`src/rtl/akf_pkg.sv`:
```
// Shared types, widths, constants and saturation helpers for the angle Kalman filter.
`timescale 1ns / 1ps

package akf_pkg;

	// Fixed point format of state, gains and fields.
	localparam int FRAC_BITS = 16;

	// Field widths
	localparam int ACCEL_W     = 25;
	localparam int GYRO_W      = 28;
	localparam int ANGLE_OUT_W = 25;
	localparam int RATE_OUT_W  = 29;
	localparam int BIAS_OUT_W  = 28;

	// Configuration register widths
	localparam int Q_W  = 16;
	localparam int R_W  = 25;
	localparam int DT_W = 16;

	// Configuration port
	localparam int CFG_IDX_W  = 4;
	localparam int CFG_DATA_W = 25;

	localparam logic [CFG_IDX_W-1:0] REG_Q_ANGLE   = CFG_IDX_W'(0);
	localparam logic [CFG_IDX_W-1:0] REG_Q_GYRO    = CFG_IDX_W'(1);
	localparam logic [CFG_IDX_W-1:0] REG_R_ANGLE   = CFG_IDX_W'(2);
	localparam logic [CFG_IDX_W-1:0] REG_STEP_TIME = CFG_IDX_W'(3);

	localparam logic [Q_W-1:0]  Q_ANGLE_RST   = Q_W'(66);
	localparam logic [Q_W-1:0]  Q_GYRO_RST    = Q_W'(197);
	localparam logic [R_W-1:0]  R_ANGLE_RST   = R_W'(32768);
	localparam logic [DT_W-1:0] STEP_TIME_RST = DT_W'(328);

	// Datapath widths
	localparam int STATE_W = 32;
	localparam int MUL_A_W = 34;
	localparam int MUL_B_W = 32;
	localparam int PROD_W  = MUL_A_W + MUL_B_W;
	localparam int ACC_W   = PROD_W + 2;

	// Divider
	localparam int DEN_W     = 33;
	localparam int DIV_STEPS = STATE_W;
	localparam int DIV_CNT_W = $clog2(DIV_STEPS);

	localparam logic signed [STATE_W-1:0] STATE_MAX = {1'b0, {(STATE_W-1){1'b1}}};
	localparam logic signed [STATE_W-1:0] STATE_MIN = {1'b1, {(STATE_W-1){1'b0}}};
	localparam logic signed [STATE_W-1:0] ONE_Q     = STATE_W'(64'd1 << FRAC_BITS);
	localparam logic signed [PROD_W-1:0]  ROUND_HALF = PROD_W'(64'd1 << (FRAC_BITS - 1));

	// Output ranges
	localparam logic signed [ACC_W-1:0] ANGLE_LIM = ACC_W'(11796480);
	localparam logic signed [ACC_W-1:0] RATE_LIM  = ACC_W'(262144000);
	localparam logic signed [ACC_W-1:0] BIAS_LIM  = ACC_W'(131072000);

	typedef struct packed {
		logic                        start;
		logic signed [STATE_W-1:0]   num;
		logic        [DEN_W-1:0]     den;
	} div_req_t;

	typedef struct packed {
		logic                        done;
		logic signed [STATE_W-1:0]   quot;
	} div_rsp_t;

	// Clamp a wide signed value to the signed state range.
	function automatic logic signed [STATE_W-1:0] sat32(input logic signed [ACC_W-1:0] v);
		if ((&v[ACC_W-1:STATE_W-1]) || (~|v[ACC_W-1:STATE_W-1])) begin
			return v[STATE_W-1:0];
		end else if (v[ACC_W-1]) begin
			return STATE_MIN;
		end else begin
			return STATE_MAX;
		end
	endfunction

	// Clamp a wide signed value to +-lim.
	function automatic logic signed [ACC_W-1:0] sat_lim(input logic signed [ACC_W-1:0] v,
		input logic signed [ACC_W-1:0] lim);
		if (v > lim) begin
			return lim;
		end else if (v < -lim) begin
			return -lim;
		end else begin
			return v;
		end
	endfunction

endpackage

```
`src/rtl/akf_div.sv`:
```
// Radix-2 restoring divider producing a saturated signed Q gain, one quotient bit per cycle.
`timescale 1ns / 1ps

module akf_div import akf_pkg::*; (
	input  logic     clk,
	input  logic     arst_n,
	input  div_req_t req,
	output div_rsp_t rsp
);

	logic                       busy_q;
	logic                       done_q;
	logic [DIV_CNT_W-1:0]       cnt_q;
	logic [DEN_W-1:0]           den_q;
	logic [DEN_W-1:0]           rem_q;
	logic [STATE_W-1:0]         quo_q;
	logic                       ovf_q;
	logic                       neg_q;

	logic [STATE_W-1:0]         mag;
	logic [STATE_W+FRAC_BITS-1:0] num_ext;
	logic [DEN_W-1:0]           num_hi;
	logic                       start_ovf;
	logic [DEN_W:0]             shifted;
	logic                       ge;
	logic [DEN_W:0]             diff;
	logic signed [STATE_W-1:0]  quot;

	// Scale |num| by 2^FRAC_BITS; the part above the low quotient word must stay below den.
	assign mag       = req.num[STATE_W-1] ? (~req.num + STATE_W'(1)) : req.num;
	assign num_ext   = {mag, {FRAC_BITS{1'b0}}};
	assign num_hi    = {{(DEN_W-FRAC_BITS){1'b0}}, num_ext[STATE_W+FRAC_BITS-1:STATE_W]};
	assign start_ovf = (num_hi >= req.den);

	assign shifted = {rem_q, quo_q[STATE_W-1]};
	assign ge      = (shifted >= {1'b0, den_q});
	assign diff    = shifted - {1'b0, den_q};

	always_ff @(posedge clk or negedge arst_n) begin
		if (!arst_n) begin
			busy_q <= 1'b0;
			done_q <= 1'b0;
			cnt_q  <= '0;
		end else begin
			done_q <= 1'b0;
			if (req.start) begin
				busy_q <= 1'b1;
				cnt_q  <= DIV_CNT_W'(DIV_STEPS - 1);
			end else if (busy_q) begin
				cnt_q <= cnt_q - DIV_CNT_W'(1);
				if (cnt_q == '0) begin
					busy_q <= 1'b0;
					done_q <= 1'b1;
				end
			end
		end
	end

	always_ff @(posedge clk) begin
		if (req.start) begin
			den_q <= req.den;
			ovf_q <= start_ovf;
			neg_q <= req.num[STATE_W-1];
			rem_q <= start_ovf ? '0 : num_hi;
			quo_q <= num_ext[STATE_W-1:0];
		end else if (busy_q) begin
			rem_q <= ge ? diff[DEN_W-1:0] : shifted[DEN_W-1:0];
			quo_q <= {quo_q[STATE_W-2:0], ge};
		end
	end

	// Apply sign and clamp to the signed state range.
	always_comb begin
		if (ovf_q) begin
			quot = neg_q ? STATE_MIN : STATE_MAX;
		end else if (neg_q) begin
			quot = (quo_q > STATE_MIN) ? STATE_MIN : (~quo_q + STATE_W'(1));
		end else begin
			quot = quo_q[STATE_W-1] ? STATE_MAX : quo_q;
		end
	end

	assign rsp.done = done_q;
	assign rsp.quot = quot;

	a_start_idle: assert property (@(posedge clk) disable iff (!arst_n)
		req.start |-> !busy_q)
		else $error("divider started while busy");

	a_done_idle: assert property (@(posedge clk) disable iff (!arst_n)
		done_q |-> !busy_q && $past(busy_q))
		else $error("divider done without a finished run");

	a_busy_start: assert property (@(posedge clk) disable iff (!arst_n)
		$rose(busy_q) |-> $past(req.start))
		else $error("divider busy without a start");

endmodule

```
`config.mk`:
```
export PLATFORM = sky130hd
export DESIGN_NAME = akf_div
export DESIGN_NICKNAME = d
export VERILOG_FILES = /design/src/rtl/akf_pkg.sv /design/src/rtl/akf_div.sv
export SDC_FILE = /design/constraint.sdc
export NUM_CORES = 1
export LEC_CHECK = 0
export BUFFER_PORTS_ARGS = -buffer_cell sky130_fd_sc_hd__buf_2
export CAP_MARGIN = 5
export CORE_ASPECT_RATIO = 0.8
export CORE_MARGIN = 5
export CORE_UTILIZATION = 61
export CTS_BUF_LIST = sky130_fd_sc_hd__clkbuf_8
export DETAILED_ROUTE_END_ITERATION = 8
export HOLD_SLACK_MARGIN = 0.08
export PLACE_DENSITY = 0.8
export SLEW_MARGIN = 20
export SYNTH_ARGS = -nofsm -noshare
export SYNTH_HDL_FRONTEND = slang
export SYNTH_SLANG_ARGS = --single-unit
```
`constraint.sdc`:
```
create_clock -name clk -period 5 [get_ports clk]
set_input_delay 1 -clock clk [delete_from_list [all_inputs] [get_ports clk]]
set_output_delay 1 -clock clk [all_outputs]
set_load 0.01 [all_outputs]
```
==> results.py <==
metrics = {
    "clocking": {
        "ctsHtreeMaxLevel": 3,
        "cts_buffer_depth": 2,
        "cts_buffers": 9,
        "clk_pin_slew_ns": 0.11,
        "worstSkewPairLatency_ns": 0.41,
        "clkSinkCount": 107,
        "root_buffer": "clkbuf_8",
        "cts_tree": "done",
        "cts_hold_buf": 0,
    },
    "floorplanning": {
        "design.portCount": 101,
        "die_x_um": 139,
        "placementRows": 37,
        "fp.dieArea_mm2": 0.0157,
        "core_mm2": 0.0130,
        "die_h_um": 113,
        "start_util_pct": 62.6,
    },
    "synth": {
        "synth-simple-area-share_pct": 17.9,
        "ys_ff_latch": 107,
        "ys_warn_count": 0,
        "synth_xor_xnor_area_share_pct": 6.48,
        "synth.distinct_cells": 69,
        "syn_nets": 1033,
        "synthTopCellsByCount": "edfxtp_1, inv_1, nand2_1",
        "syn_area_per_cell_um2": 8.91,
        "synth_top_family_by_area": "compound AO/OA/AOI/OAI gates",
        "yosysSeqAreaShare_pct": 37.2,
        "synth_compound_area_share_pct": 21.2,
        "postSynthCellCount": 911,
        "synthAdderAreaFrac_pct": 8.42,
        "synth.largest_area_cell": "edfxtp_1",
        "synth_top_area_share_pct": 31.1,
        "synth.area.top_cells": "edfxtp_1, ha_1, xnor2_1",
        "synth_edf_count": 84,
        "synth_flop_cell": "edfxtp_1",
        "synthesis.area_mm2": 0.00811,
        "yosys-mux-area-fraction_pct": 2.84,
        "synthArstFlopShare_pct": 6.54,
        "yosysMostFrequentCell": "edfxtp_1",
    },
    "finish": {
        "drive_gt1_share_pct": 17.9,
        "area_growth_pct": 15.3,
        "antennaDiodeCount": 0,
        "final_nets": 1144,
    },
    "detailed_routing": {
        "wl_met3_mm": 1.38,
        "wl_per_cell_um": 17.1,
        "drcViolationCount": 0,
        "detail_route.first_pass.iterations": 6,
        "drtIter0Drc": 876,
        "routed_wl_mm": 20.5,
        "num_vias": 7445,
        "dr_wl_met2_mm": 9.17,
        "met1_length_mm": 9.54,
        "viasPerCell": 6.19,
        "routed.top_layer": "met4",
        "drt.antenna.violating_nets": 0,
    },
    "critical_path": {
        "path_class": "reg2out",
        "critPathLaunchType": "flip-flop",
        "crit_top_cell": "or3_4",
        "slowest_stage": "or4b_4",
        "path_cells": "nor4_1, or4b_4, or4_4, or3_4, or3_4, or3_4, o211ai_2, o31ai_1, a31oi_1, buf_2",
        "crit_fanout": 7,
        "worstSetupEndpointType": "output pin",
        "cp_top_family": "simple AND/OR/NAND/NOR gates",
        "max_stage_delay_ns": 0.54,
        "cp.required_ns": 4.00,
        "critPathBufInv": 1,
        "worstPathArrival_ns": 4.03,
    },
    "grt": {
        "grt_pass1_wl_mm": 32.9,
        "grt_max_degree": 44,
        "grt_pass1_vias": 6756,
        "grt_overflow_total": 0,
        "antenna_found_initial": 0,
        "grtUsageTotal_pct": 25.1,
    },
    "placement": {
        "place.gp.congestion": 0.918,
        "io_buffers": 100,
        "dpl.hpwl_mm": 15.1,
        "pre_cts_ws_ns": -0.0959,
    },
    "sta": {
        "worst_pin_slew_ns": 1.11,
        "finalSetupViolCount": 2,
        "rsz0062_at_grt": "yes",
        "period_needed_ns": 5.03,
        "slew_viol_final": 0,
        "period_share_pct": 101,
        "fmax_mhz": 199,
        "timing.final.ws_setup_ns": -0.0299,
        "final_hold_viol_count": 0,
        "slew_headroom_pct": 25.7,
        "finClkSkew_ns": 0.0146,
    },
    "hold_path": {
        "hp-class": "in2async",
    },
    "pwr": {
        "irDropWorstVdd_mv": 0.224,
        "power_per_cell_area_mw_per_mm2": 419,
        "p_leak_nw": 4.15,
        "power_mw": 3.92,
    },
    "run_status": {
        "status": "finished, violations left",
        "violations": "negative setup slack",
    },
    "run": {
        "cap_viol_max_count": 0,
    },
}
-- worst paths after layout --
| kind | cells after the start | start | to | slack [ns] |
|---|---|---|---|---|
| setup / recovery | 10 | quo_q[11] | rsp[31] | -0.03 |
| hold / removal | 1 | arst_n | done_q | 0.40 |
| setup reg to reg | 12 | quo_q[31] | rem_q[15] | 0.79 |
| hold reg to reg | 2 | quo_q[0] | quo_q[0] | 0.56 |
| max in group asynchronous | 1 | arst_n | cnt_q[1] | 4.44 |
| min in group clk | 2 | quo_q[0] | quo_q[0] | 0.56 |
-- per-layer routing --
layer,global-route usage (%),vias to the layer above
met5,0,-
met4,6.58,0
li1,-,3600
met3,5.15,50
met1,36.7,3480
met2,38.3,315
-- final cells by class --
| class | count | area (um2) |
|---|---|---|
| tap | 175 | 219 |
| clock buffer | 9 | 124 |
| clock inverter | 7 | 104 |
| fill | 998 | 3610 |
| inverter | 81 | 304 |
| sequential | 107 | 3020 |
| multi-input combinational | 679 | 4700 |
| timing repair buffer | 144 | 885 |
-- registers in the layout, indices dropped and copies added, names as in the netlist --
signal / count
rem_q: 33
den_q: 33
neg_q: 1
ovf_q: 1
quo_q: 32
busy_q: 1
done_q: 1
cnt_q: 5
-- cells in the final DEF, fill, tap and decap left out, types with 20 or more instances in the layout --
cell type and instances:
buf_2 99, edfxtp_1 84, inv_1 75, nand2_1 69, nor2_1 68, ha_1 53, a21oi_1 48, xnor2_1 42
o21ai_1 41, buf_4 41, mux2i_1 23, nand2b_1 22, nor3_1 22, o311ai_1 22, o21ai_0 21, a21o_1 20
-- worst register-to-register path, stage by stage, from the launching register on --
cell and delay, ns:
edfxtp_1 0.51, inv_1 0.13, ha_1 0.23, fa_1 0.40
nor2b_1 0.24, o211ai_1 0.17, a211oi_1 0.44, nor4b_1 0.15
or2_1 0.28, o211a_2 0.54, inv_2 0.48, mux2i_1 0.29
o22ai_1 0.10
-- per-stage QoR --
stage               cell area, um2  hold slack (ns)  instances  TNS [ns]  utilization (%)
floorplan                     8130            0.485        911         0                -
finish                        9360            0.396       1202   -0.0387             72.2
global route                  9360            0.400       1202    -0.224             72.2
CTS                           9210            0.391       1196   -0.0189             71.0
global placement              8940            0.509       1178         0             69.0
detailed placement            8940            0.526       1178    -0.496             69.0
-- repair_timing --
item,in CTS,in global routing
setup endpoints to repair,9,29
setup buffers,2,4
pin swaps,4,2
gates resized for setup,5,12
gates cloned,0,2
-- cells by family after synthesis --
group | after synthesis
buffers and inverters | 125
AO/OA/AOI/OAI | 259
adder cells (fa/ha/maj) | 54
XOR/XNOR | 60
AND/OR/NAND/NOR | 283
flip-flops | 107
multiplexers | 23
-- where the power goes --
group | switching [mW] | total [mW] | leakage [nW] | internal, mW
registers | 0.123 | 1.28 | 1.10 | 1.16
clock network | 0.316 | 0.606 | 0.115 | 0.290
logic | 1.20 | 2.03 | 2.94 | 0.839
total | 1.63 | 3.92 | 4.15 | 2.29
Note: power is estimated with default switching activity, not from simulation.
